[src/hw/rtl/upe_pkg.sv]
package upe_pkg;

  typedef enum logic [1:0] {
    KIND_PAYLOAD = 2'd0,
    KIND_EMPTY   = 2'd1,
    KIND_DROP    = 2'd2
  } kind_t;

  typedef struct packed {
    logic [7:0]  data_byte;
    logic        start_of_frame;
    logic [15:0] frame_len;
    logic [15:0] link_type;
    logic [31:0] frame_number;
    logic [63:0] timestamp_ns;
  } in_word_t;

  typedef struct packed {
    kind_t       kind;
    logic [7:0]  payload_byte;
    logic [15:0] src_port;
    logic [15:0] dst_port;
    logic [31:0] frame_id;
    logic [63:0] time_ns;
    logic        last;
    logic [31:0] fragments_seen;
  } out_word_t;

  localparam logic [15:0] LINK_NULL     = 16'd0;
  localparam logic [15:0] LINK_LOOP     = 16'd108;
  localparam logic [15:0] LINK_ETHERNET = 16'd1;
  localparam logic [15:0] LINK_RAW      = 16'd101;
  localparam logic [15:0] LINK_IPV4     = 16'd228;

  localparam logic [3:0]  LOOP_HDR_LEN  = 4'd4;
  localparam logic [3:0]  ETH_HDR_LEN   = 4'd14;
  localparam logic [15:0] ETH_TYPE_IPV4 = 16'h0800;
  localparam logic [31:0] AF_INET_BE    = 32'h0000_0002;
  localparam logic [31:0] AF_INET_LE    = 32'h0200_0000;
  localparam logic [7:0]  PROTO_UDP     = 8'd17;
  localparam logic [3:0]  IP_VERSION    = 4'd4;
  localparam logic [5:0]  IP_MIN_HDR    = 6'd20;
  localparam logic [5:0]  UDP_HDR_LEN   = 6'd8;

endpackage

[src/hw/rtl/ipv4_udp_payload_extractor.sv]
// A result word enters the queue as its byte is taken and shows on result at the queue head.
// Throughput: one frame byte per cycle while full is low; each byte is parsed combinationally.
// The result queue (QUEUE_DEPTH words) lets input continue while results wait to be popped.
// full is high whenever the queue holds QUEUE_DEPTH words, even in a cycle with a pop.
// Reset (synchronous): parser state and fragment count clear, queue empties.
module ipv4_udp_payload_extractor #(
  parameter int MAX_FRAME_LEN = 65535,
  parameter int QUEUE_DEPTH   = 4
) (
  input  logic               clk,
  input  logic               rst,
  input  logic               push,
  output logic               full,
  input  upe_pkg::in_word_t  item,
  output logic               empty,
  input  logic               pop,
  output upe_pkg::out_word_t result
);
  import upe_pkg::*;

  logic      accept;
  logic      res_valid;
  out_word_t res;

  assign accept = push && !full;

  upe_parse #(.MAX_FRAME_LEN(MAX_FRAME_LEN)) u_parse (
    .clk       (clk),
    .rst       (rst),
    .accept    (accept),
    .item      (item),
    .res_valid (res_valid),
    .res       (res)
  );

  upe_fifo #(.DEPTH(QUEUE_DEPTH)) u_fifo (
    .clk     (clk),
    .rst     (rst),
    .wr_en   (accept && res_valid),
    .wr_data (res),
    .full    (full),
    .rd_en   (pop),
    .empty   (empty),
    .rd_data (result)
  );

endmodule

[src/hw/rtl/upe_parse.sv]
module upe_parse #(
  parameter int MAX_FRAME_LEN = 65535
) (
  input  logic              clk,
  input  logic              rst,
  input  logic              accept,
  input  upe_pkg::in_word_t item,
  output logic              res_valid,
  output upe_pkg::out_word_t res
);
  import upe_pkg::*;

  logic [15:0] byte_position, byte_position_next;
  logic [3:0]  link_offset, link_offset_next;
  logic [31:0] loop_word, loop_word_next;
  logic [5:0]  ip_header_bytes, ip_header_bytes_next;
  logic [15:0] ip_total_length, ip_total_length_next;
  logic [15:0] frag_word, frag_word_next;
  logic [15:0] source_port, source_port_next;
  logic [15:0] dest_port, dest_port_next;
  logic [15:0] udp_length, udp_length_next;
  logic [15:0] payload_remaining, payload_remaining_next;
  logic        frame_rejected, frame_rejected_next;
  logic [31:0] fragment_total, fragment_total_next;
  logic [15:0] held_len, held_len_next;
  logic [15:0] held_link, held_link_next;
  logic [31:0] held_number, held_number_next;
  logic [63:0] held_time, held_time_next;

  logic        sof;
  logic [7:0]  b;
  logic [15:0] c_pos, rel;
  logic [31:0] lw_shift;
  logic [5:0]  hb_new;
  logic [16:0] lit, start, room, want;
  logic [15:0] hb_end;
  logic [2:0]  k;

  always_comb begin
    sof = item.start_of_frame;
    b   = item.data_byte;

    held_len_next        = sof ? item.frame_len    : held_len;
    held_link_next       = sof ? item.link_type    : held_link;
    held_number_next     = sof ? item.frame_number : held_number;
    held_time_next       = sof ? item.timestamp_ns : held_time;
    c_pos                = sof ? 16'd0 : byte_position;
    loop_word_next       = sof ? 32'd0 : loop_word;
    ip_header_bytes_next = sof ? 6'd0  : ip_header_bytes;
    ip_total_length_next = sof ? 16'd0 : ip_total_length;
    frag_word_next       = sof ? 16'd0 : frag_word;
    source_port_next     = sof ? 16'd0 : source_port;
    dest_port_next       = sof ? 16'd0 : dest_port;
    udp_length_next      = sof ? 16'd0 : udp_length;
    payload_remaining_next = sof ? 16'd0 : payload_remaining;
    link_offset_next     = link_offset;
    frame_rejected_next  = frame_rejected;
    if (sof) begin
      frame_rejected_next = 1'b0;
      if (item.link_type == LINK_NULL || item.link_type == LINK_LOOP) begin
        link_offset_next = LOOP_HDR_LEN;
      end else if (item.link_type == LINK_ETHERNET) begin
        link_offset_next = ETH_HDR_LEN;
      end else if (item.link_type == LINK_RAW || item.link_type == LINK_IPV4) begin
        link_offset_next = 4'd0;
      end else begin
        link_offset_next = 4'd0;
        frame_rejected_next = 1'b1;
      end
      if ({1'b0, item.frame_len} > 17'(MAX_FRAME_LEN) ||
          17'(link_offset_next) + 17'd20 > {1'b0, item.frame_len}) begin
        frame_rejected_next = 1'b1;
      end
    end

    byte_position_next  = (c_pos != 16'hFFFF) ? c_pos + 16'd1 : c_pos;
    fragment_total_next = fragment_total;

    rel      = c_pos - {12'd0, link_offset_next};
    lw_shift = {loop_word_next[23:0], b};
    hb_new   = {b[3:0], 2'b00};
    hb_end   = {10'd0, ip_header_bytes_next} + 16'(UDP_HDR_LEN);
    k        = 3'(rel - {10'd0, ip_header_bytes_next});
    lit      = 17'(link_offset_next) + {1'b0, ip_total_length_next};
    start    = 17'(link_offset_next) + 17'(ip_header_bytes_next) + 17'(UDP_HDR_LEN);
    room     = (lit <= {1'b0, held_len_next}) ? lit - start
                                               : {1'b0, held_len_next} - start;
    want     = {1'b0, udp_length_next} - 17'(UDP_HDR_LEN);
    if (want > room) begin
      want = room;
    end

    res_valid          = 1'b0;
    res.kind           = KIND_PAYLOAD;
    res.payload_byte   = 8'd0;
    res.src_port       = source_port_next;
    res.dst_port       = dest_port_next;
    res.frame_id       = held_number_next;
    res.time_ns        = held_time_next;
    res.last           = 1'b0;

    if (!frame_rejected_next && c_pos < held_len_next) begin
      if (payload_remaining_next != 16'd0) begin
        payload_remaining_next = payload_remaining_next - 16'd1;
        res_valid        = 1'b1;
        res.payload_byte = b;
        res.last         = (payload_remaining_next == 16'd0);
        if (payload_remaining_next == 16'd0) begin
          frame_rejected_next = 1'b1;
        end
      end else if (c_pos < {12'd0, link_offset_next}) begin
        loop_word_next = lw_shift;
        if (link_offset_next == LOOP_HDR_LEN && c_pos == 16'd3 &&
            lw_shift != AF_INET_BE && lw_shift != AF_INET_LE) begin
          frame_rejected_next = 1'b1;
        end
        if (link_offset_next == ETH_HDR_LEN && c_pos == 16'd13 &&
            lw_shift[15:0] != ETH_TYPE_IPV4) begin
          frame_rejected_next = 1'b1;
        end
      end else if (rel == 16'd0) begin
        ip_header_bytes_next = hb_new;
        if (b[7:4] != IP_VERSION || hb_new < IP_MIN_HDR ||
            17'(link_offset_next) + 17'(hb_new) > {1'b0, held_len_next}) begin
          frame_rejected_next = 1'b1;
        end
      end else if (rel == 16'd2 || rel == 16'd3) begin
        ip_total_length_next = {ip_total_length_next[7:0], b};
      end else if (rel == 16'd6 || rel == 16'd7) begin
        frag_word_next = {frag_word_next[7:0], b};
      end else if (rel == 16'd9) begin
        if (b != PROTO_UDP) begin
          frame_rejected_next = 1'b1;
        end else if (frag_word_next[13:0] != 14'd0) begin
          if (fragment_total != 32'hFFFF_FFFF) begin
            fragment_total_next = fragment_total + 32'd1;
          end
          frame_rejected_next = 1'b1;
          res_valid    = 1'b1;
          res.kind     = KIND_DROP;
          res.src_port = 16'd0;
          res.dst_port = 16'd0;
        end
      end else if (rel >= {10'd0, ip_header_bytes_next} && rel < hb_end) begin
        case (k)
          3'd0, 3'd1: source_port_next = {source_port_next[7:0], b};
          3'd2, 3'd3: dest_port_next   = {dest_port_next[7:0], b};
          3'd4, 3'd5: udp_length_next  = {udp_length_next[7:0], b};
          3'd7: begin
            if (udp_length_next < 16'(UDP_HDR_LEN) ||
                ip_total_length_next < hb_end) begin
              frame_rejected_next = 1'b1;
            end else if (want == 17'd0) begin
              frame_rejected_next = 1'b1;
              res_valid = 1'b1;
              res.kind  = KIND_EMPTY;
              res.last  = 1'b1;
            end else begin
              payload_remaining_next = want[15:0];
            end
          end
          default: ;
        endcase
      end
    end
    res.fragments_seen = fragment_total_next;
  end

  always_ff @(posedge clk) begin
    if (rst) begin
      byte_position     <= '0;
      link_offset       <= '0;
      loop_word         <= '0;
      ip_header_bytes   <= '0;
      ip_total_length   <= '0;
      frag_word         <= '0;
      source_port       <= '0;
      dest_port         <= '0;
      udp_length        <= '0;
      payload_remaining <= '0;
      frame_rejected    <= 1'b0;
      fragment_total    <= '0;
      held_len          <= '0;
      held_link         <= '0;
      held_number       <= '0;
      held_time         <= '0;
    end else if (accept) begin
      byte_position     <= byte_position_next;
      link_offset       <= link_offset_next;
      loop_word         <= loop_word_next;
      ip_header_bytes   <= ip_header_bytes_next;
      ip_total_length   <= ip_total_length_next;
      frag_word         <= frag_word_next;
      source_port       <= source_port_next;
      dest_port         <= dest_port_next;
      udp_length        <= udp_length_next;
      payload_remaining <= payload_remaining_next;
      frame_rejected    <= frame_rejected_next;
      fragment_total    <= fragment_total_next;
      held_len          <= held_len_next;
      held_link         <= held_link_next;
      held_number       <= held_number_next;
      held_time         <= held_time_next;
    end
  end

endmodule

[src/hw/rtl/upe_fifo.sv]
module upe_fifo #(
  parameter int DEPTH = 4
) (
  input  logic               clk,
  input  logic               rst,
  input  logic               wr_en,
  input  upe_pkg::out_word_t wr_data,
  output logic               full,
  input  logic               rd_en,
  output logic               empty,
  output upe_pkg::out_word_t rd_data
);
  import upe_pkg::*;

  localparam int AW = (DEPTH > 1) ? $clog2(DEPTH) : 1;

  out_word_t   store [DEPTH];
  logic [AW-1:0] wr_ptr, rd_ptr;
  logic [AW:0]   count;
  logic          do_wr, do_rd;

  assign full    = (count == (AW+1)'(DEPTH));
  assign empty   = (count == '0);
  assign rd_data = store[rd_ptr];
  assign do_wr   = wr_en && !full;
  assign do_rd   = rd_en && !empty;

  always_ff @(posedge clk) begin
    if (do_wr) begin
      store[wr_ptr] <= wr_data;
    end
  end

  always_ff @(posedge clk) begin
    if (rst) begin
      wr_ptr <= '0;
      rd_ptr <= '0;
      count  <= '0;
    end else begin
      if (do_wr) begin
        wr_ptr <= (wr_ptr == AW'(DEPTH - 1)) ? '0 : wr_ptr + 1'b1;
      end
      if (do_rd) begin
        rd_ptr <= (rd_ptr == AW'(DEPTH - 1)) ? '0 : rd_ptr + 1'b1;
      end
      if (do_wr && !do_rd) begin
        count <= count + 1'b1;
      end else if (do_rd && !do_wr) begin
        count <= count - 1'b1;
      end
    end
  end

endmodule

[config.mk]
export PLATFORM = sky130hd
export DESIGN_NAME = ipv4_udp_payload_extractor
export DESIGN_NICKNAME = d
export VERILOG_FILES = /design/src/hw/rtl/upe_pkg.sv /design/src/hw/rtl/ipv4_udp_payload_extractor.sv /design/src/hw/rtl/upe_parse.sv /design/src/hw/rtl/upe_fifo.sv
export SDC_FILE = /design/constraint.sdc
export NUM_CORES = 2
export LEC_CHECK = 0
export BUFFER_PORTS_ARGS = -buffer_cell sky130_fd_sc_hd__buf_2
export CAP_MARGIN = 20
export CELL_PAD_IN_SITES_DETAIL_PLACEMENT = 2
export CELL_PAD_IN_SITES_GLOBAL_PLACEMENT = 2
export CORE_MARGIN = 4
export CORE_UTILIZATION = 46
export DETAILED_ROUTE_END_ITERATION = 10
export PLACE_DENSITY_LB_ADDON = 0.05
export SETUP_SLACK_MARGIN = 0.2
export SLEW_MARGIN = 20
export SYNTH_ARGS = -nofsm -noshare
export SYNTH_HDL_FRONTEND = slang
export SYNTH_HIERARCHICAL = 1
export SYNTH_SLANG_ARGS = --single-unit
[constraint.sdc]
create_clock -name clk -period 50.9 [get_ports clk]
set_input_delay 7.635 -clock clk [delete_from_list [all_inputs] [get_ports clk]]
set_output_delay 7.635 -clock clk [all_outputs]
set_load 0.02 [all_outputs]
* Word-level counts from Yosys, hierarchy flattened
Memories as Yosys holds them, arrays and structs flattened. A register that Yosys moved wholly into a read port is not among the register bits.
Cells that the tools add are included.
** Cells by class
- Eq/ne operators :: 29
- $add $sub $neg :: 18
- Multiplexer cells :: 157
- $lt $le $gt $ge :: 11
- Reductions and logical operators :: 37
- Bitwise operators :: 0
- Multipliers :: 0
- Div/mod/pow operators :: 0
- Shift operators :: 0
** Operator list (number)
- 16-bit two-way mux :: 58
- 32-bit two-way mux :: 23
- 64-bit two-way mux :: 1
- 16-bit by 2-bit equality test with 1-bit output, second input constant :: 3
- 16-bit zero test :: 3
- 1-bit two-way mux :: 45
- 42-bit two-way mux :: 1
- 17-bit by 16-bit greater-than comparator with 1-bit output :: 2
- 17-bit two-way mux :: 2
- 32-bit by 1-bit adder with 32-bit output, second input constant :: 1
- 16-bit by 3-bit equality test with 1-bit output, second input constant :: 2
- 16-bit by 4-bit equality test with 1-bit output, second input constant :: 2
- 16-bit by 7-bit equality test with 1-bit output, second input constant :: 2
- 16-bit < comparator :: 2
- 32-bit by 2-bit != test with 1-bit output, second input constant :: 1
- 32-bit by 26-bit != test with 1-bit output, second input constant :: 1
- 32-bit != test, second input constant :: 1
- 2-bit two-way mux :: 15
- 6-bit two-way mux :: 5
- 17-bit by 4-bit adder with 17-bit output, second input constant :: 1
- 4-bit by 16-bit adder with 17-bit output :: 1
- 17-bit greater-than comparator :: 1
- 17-bit by 16-bit <= comparator with 1-bit output :: 1
- 17-bit zero test :: 1
- 41 further kinds :: 77
** Word-level totals
- Output and inout port bits :: 173
- Logic and storage cells :: 271
- RAM bits :: 684
- Memories :: 1
- Input bits :: 141
- Flip-flop bits (word level) :: 306
- Latch bits :: 0
- ROM bits :: 0
** Memory list
- u_fifo.store :: depth 4, width 171, rd ports 1, clocked after Yosys merged registers in 1, wr ports 1, line upe_fifo.sv:17 : out_word_t store [DEPTH];

* Depth between registers and ports, before layout
- Depth in word-level cells :: 29
- Mapped depth :: 64
- Mapped depth without buffers :: 54

* Cells and area by module
The synthesis kept the hierarchy.
** Modules (own cells, without submodules)
- upe_fifo :: sequential area each 20719.9 µm², times used 1, area an instance 25105.3 µm², cells each 943
- upe_parse :: sequential area each 5785.5 µm², times used 1, area an instance 19044.5 µm², cells each 2418
- ipv4_udp_payload_extractor :: sequential area each 0.0 µm², times used 1, area an instance 15.0 µm², cells each 2

* Least setup slack after synthesis
OpenSTA, ideal clock, no wires.
- Kind :: input -> register
- From :: input item[128] in the netlist's numbering
- To :: memory u_fifo/store[0][0] in the netlist's numbering (enable)
- Buffers on the path :: 14
- Stages on the path :: 49
- Slack :: 27.865 ns
- Required time :: 50.347 ns
- Arrival :: 22.482 ns
- Library setup time :: 0.553 ns
- Cell sequence :: buf_2 buf_4 buf_4 buf_4 buf_2 buf_2 buf_2 buf_2 buf_1 clkbuf_1 buf_2 buf_2 nor2b_1 ha_1 a311o_1 nor3b_4 nor4b_4 mux2i_2 [13 not listed] a21boi_1 nor3_1 a32o_1 nand2_1 xor2_1 ha_1 nand4_1 or2_2 or4_1 o21ai_1 inv_1 nor2_1 a32oi_2 nor4_2 a21oi_1 a21oi_1 and3b_1 and3_1
** On the way
- Cells in the longest elaborated chain, start to end :: 23
- Elaborated cells between the ends (all ways) :: 61
- Those cells by class :: add/sub (9); order compare (8); eq/ne (6); mux (26); reduce/logical (12)
** Ends and longest elaborated chain
- start: declaration :: line ipv4_udp_payload_extractor.sv:14 : input upe_pkg::in_word_t item,
- 4-bit two-way mux / 6-bit two-way mux (equally long branches) :: line upe_parse.sv:58, upe_parse.sv:49
- 4-bit by 6-bit adder with 7-bit output :: line upe_parse.sv:85 : start = 17'(link_offset_next) + 17'(ip_header_bytes_next) + 17'(UDP_HDR_LEN);
- 17-bit by 4-bit adder with 17-bit output :: line upe_parse.sv:85
- 16-bit by 17-bit subtractor with 17-bit output / 17-bit subtractor (equally long branches) :: line upe_parse.sv:87, upe_parse.sv:86
- 17-bit two-way mux :: line upe_parse.sv:86 : room = (lit <= {1'b0, held_len_next}) ? lit - start
- 17-bit greater-than comparator :: line upe_parse.sv:89 : if (want > room) begin
- 17-bit two-way mux :: line upe_parse.sv:89
- 17-bit zero test :: line upe_parse.sv:153 : end else if (want == 17'd0) begin
- [8 not listed]
- 1-bit two-way mux :: line upe_parse.sv:111 : end else if (c_pos < {12'd0, link_offset_next}) begin
- 1-bit two-way mux :: line upe_parse.sv:103 : if (payload_remaining_next != 16'd0) begin
- 1-bit two-way mux * :: line upe_parse.sv:102 : if (!frame_rejected_next && c_pos < held_len_next) begin
- via res_valid :: line ipv4_udp_payload_extractor.sv:22 : logic res_valid;
- 1-bit logical AND * :: line ipv4_udp_payload_extractor.sv:39 : .wr_en (accept && res_valid),
- 1-bit logical AND * :: line upe_fifo.sv:25 : assign do_wr = wr_en && !full;
- 1-bit two-way mux * :: line upe_fifo.sv:29 : if (do_wr) begin
- 1-bit two-way mux (implied by the code) * :: line upe_fifo.sv:30 : store[wr_ptr] <= wr_data;
- end: declaration :: line upe_fifo.sv:17
Mark *: on every way through the listed nets, which the timed path passes. The rest lies on a longest branch.

* Final worst setup path
- From :: input item[105] in the netlist's numbering
- To :: memory u_fifo/store[1][16] in the netlist's numbering (enable)
** On the way
- Cells in the longest elaborated chain, start to end :: 27
- Elaborated cells between the ends (all ways) :: 60
- Those cells by class :: add/sub (8); order compare (6); eq/ne (10); mux (24); reduce/logical (12)
** Ends and longest elaborated chain
- 16-bit by 1-bit equality test with 1-bit output (tied with other cells) :: line upe_parse.sv:62 : end else if (item.link_type == LINK_ETHERNET) begin
- 4-bit two-way mux / 1-bit logical OR (equally long branches) :: line upe_parse.sv:62, upe_parse.sv:60
- 4-bit two-way mux * :: line upe_parse.sv:60 : if (item.link_type == LINK_NULL || item.link_type == LINK_LOOP) begin
- 4-bit two-way mux * (2 in series) :: line upe_parse.sv:58 : if (sof) begin
- via u_parse.link_offset_next[1] :: line upe_parse.sv:14 : logic [3:0] link_offset, link_offset_next;
- 4-bit by 6-bit adder with 7-bit output :: line upe_parse.sv:85
- 17-bit by 4-bit adder with 17-bit output :: line upe_parse.sv:85
- 16-bit by 17-bit subtractor with 17-bit output / 17-bit subtractor (equally long branches) :: line upe_parse.sv:87, upe_parse.sv:86
- [12 not listed]
- 1-bit two-way mux * :: line upe_parse.sv:111
- 1-bit two-way mux * :: line upe_parse.sv:103
- 1-bit two-way mux * :: line upe_parse.sv:102
- via res_valid :: line ipv4_udp_payload_extractor.sv:22
- 1-bit logical AND * :: line ipv4_udp_payload_extractor.sv:39
- 1-bit logical AND * :: line upe_fifo.sv:25
- 1-bit two-way mux * :: line upe_fifo.sv:29
- 1-bit two-way mux (implied by the code) * :: line upe_fifo.sv:30
Mark *: on every way through the listed nets, which the timed path passes. The rest lies on a longest branch. The select of a mux whose other input is x is not followed.

==> flow_summary_export.csv <==
group,metric,value,unit
run_status,status,"finished clean",
drt,route.detailed.drc,0,
floorplanning,core,0.0952,sq mm
place,hpwl,105000,um
floorplanning,die_area,0.101,sq mm
timing,slew_headroom,21.7,%
worst_setup_path,crit_slowest_cell,"and3_4",
clock_tree,cts_hold_buf,0,
clock_tree,cts_tree,"built",
timing,fmax,46.6,MHz
worst_setup_path,worst-setup-path-type,"in -> reg",
place,routabilityCongestion,0.911,
clock_tree,clockBufferDepth,3,
job,max-cap-violations,0,
global_route,grtUsageTotal,32.0,%
clock_tree,post_cts_resized,0,
drt,routedWlPerCell,33.0,um
floorplanning,rows,113,
layout,mostFrequentLayoutCell,"edfxtp_1",
place,dp.cells,4812,
timing,setup-tns-final,0,ns
layout,fin_cells,5015,
drt,drt_iter0_markers,2634,
worst_setup_path,end_kind,"flop",
clock_tree,htreeDepth,3,
global_route,grt-ovfl-total,0,
clock_tree,clkSinkCount,982,
yosys,syn_area_per_cell,13.1,sq um
drt,drtAntennaViolNets,0,
global_route,antenna_found_initial,11,
layout,final_cell_mix,"edfxtp_1, nand2_1, buf_2, dfxtp_1, a21oi_1",
timing,worstMarginPinSlew,1.17,ns
worst_hold_path,hold_class,"reg -> reg",
pwr,power.density,43.9,mW/mm^2
timing,fin_crit,21.46,ns
floorplanning,initial_core_util,46.4,%
drt,drt-total-wl,166000,um
worst_setup_path,required,51.18,ns
layout,syn_to_final_growth,15.1,%
global_route,grt_pass1_wl,243000,um
clock_tree,path_clk_slew,0.06,ns
pwr,p_leak,18.3,nW
clock_tree,cts_buffers,105,
pwr,vdd_ir_drop_max,0.0348,mV
timing,fin_worst_skew,0.0606,ns
worst_setup_path,cp.arrival,21.74,ns
worst_setup_path,start_kind,"primary input",
yosys,synthFlopType,"edfxtp_1",
timing,slew_violations,0,
layout,nNetsFinal,3913,
yosys,yosysWarnings,6,
clock_tree,cts_setup_buffers,0,
floorplanning,ios,314,
yosys,ys_ff_latch,982,
yosys,synth_cells,3363,
place,pre_cts_slack,29.07,ns
yosys,synth_edf_count,684,
timing,hold_viol,0,
yosys,syn_area,0.0442,sq mm
worst_setup_path,cp_max_fo,128,
yosys,synthesis.nets,3621,
global_route,grt_pass1_vias,34400,
drt,route.vias.total,31200,
timing,setup_viol,0,
drt,dr.pass1.iters,5,
floorplanning,die_w,318,um
yosys,yosysUniqueCellTypes,103,
place,port_buffers,313,
floorplanning,die_height,318,um
drt,viasPerCell,6.21,
timing,setup_ws,29.44,ns
yosys,yosysSeqAreaShare,60.0,%
pwr,p_total,2.23,mW
worst_setup_path,max_stage_delay,0.76,ns
clock_tree,cts-root-buf,"clkbuf_16",
timing,rsz0062_at_grt,"false",
global_route,grt_start_max_net_pins,145,
timing,finalCritPeriodShare,42.2,%
clock_tree,insertion_delay,0.72,ns
yosys,ys_async_sr_fraction,0,%
layout,drive_gt1_share,23.4,%
cells in the mapped netlist (16+ instances only):
cell       number  area, sq um
a22oi_1        33          248
clkbuf_1      102          383
or4_1          16          120
o21ai_0        75          375
nand4_1        33          206
and2_1         44          275
nand3_1        69          345
nor2_1        199          747
nor4_1         30          188
xnor2_1        75          657
a21oi_1       210         1050
nor3_1         59          295
and3_1         50          313
edfxtp_1      684        20500
buf_2          54          270
a21o_1         21          158
nand2_1       388         1460
dfxtp_1       298         5970
ha_1          110         1380
or3_1          20          125
o21a_1         22          165
mux4_2        171         3850
xor2_1         42          368
inv_1          88          330
mux2_2         98         1100
mux2i_1        27          270
a22o_1         37          324
o2bb2ai_1      27          236
nor2b_1        49          307
worst paths after layout:
kind                           from              endpoint  slack, ns  depth (start not counted)
min            u_parse/held_len[11]  u_parse/held_len[11]       0.46                          2
min reg2reg    u_parse/held_len[11]  u_parse/held_len[11]       0.46                          2
max                       item[105]   u_fifo/store[1][16]      29.44                         44
max reg2reg  u_parse/link_offset[2]   u_fifo/store[1][16]      36.87                         38
state kept, by name, indices dropped and copies added (netlist names), named ones only:
register / cells
u_parse/payload_remaining: 16
u_parse/source_port: 16
u_parse/ip_total_length: 16
u_parse/held_len: 16
u_parse/dest_port: 16
u_fifo/store: 684
u_parse/loop_word: 24
u_parse/held_time: 64
u_parse/link_offset: 4
u_parse/udp_length: 16
u_parse/held_number: 32
u_fifo/rd_ptr: 2
u_fifo/count: 3
u_fifo/wr_ptr: 2
u_parse/fragment_total: 32
u_parse/ip_header_bytes: 6
u_parse/frag_word: 14
u_parse/byte_position: 16
u_parse/frame_rejected: 1
per-stage QoR:
stage | utilization, % | area (sq um) | hold slack (ns)
2_1_floorplan | - | 44200 | 0.427
3_3_place_gp | 49.4 | 47000 | 0.439
3_5_place_dp | 49.4 | 47000 | 0.453
4_1_cts | 53.4 | 50800 | 0.463
5_1_grt | 53.4 | 50800 | 0.488
6_report | 53.4 | 50800 | 0.461
per-layer routing:
| layer | vias to the layer above | global-route usage [%] | part of all wire [%] |
|---|---|---|---|
| met5 | - | 0 | 0.022 |
| met4 | 6 | 15.1 | 5.4 |
| met3 | 399 | 5.32 | 5.2 |
| met2 | 1199 | 56.5 | 51 |
| met1 | 16300 | 38.3 | 39 |
| li1 | 13300 | - | - |
logic make-up (layout without fill, tap and decap cells):
kind of cell / count (synthesis) / count (layout) / synth area share (%)
and+or+nand+nor: 1017 / 1017 / 11.2
DFF: 982 / 982 / 60.0
AOI/OAI and AO/OA: 554 / 554 / 8.30
muxes: 299 / 299 / 11.9
buffers and inverters: 274 / 657 / 2.71
xor gates and xnor gates: 119 / 119 / 2.39
adders and majority gates: 118 / 118 / 3.46
other: 0 / 4 / 0
final cells by class:
cell class,instances,area (sq um)
Fill cell,8844,44300
Sequential cell,982,26500
Multi-Input combinational cell,2107,16500
Clock buffer,129,2810
Timing Repair Buffer,367,2080
Tap cell,1265,1580
Clock inverter,69,950
Inverter,92,345
Antenna cell,4,10.0
worst max-delay path, delay by kind of cell:
family          cells  cell delay, ns
xor+xnor            1            0.36
fa+ha+maj           4            1.40
compound gates     13            3.26
buf+inv             7            1.53
mux                 1            0.43
simple gates       18            6.67
power by group:
group / switching [mW] / total, mW / internal [mW]
combinational: 0.305 / 0.465 / 0.160
clock: 0.353 / 0.845 / 0.492
sequential: 0.0273 / 0.922 / 0.895
total: 0.685 / 2.23 / 1.55
Note: power is estimated with default switching activity, not from simulation.
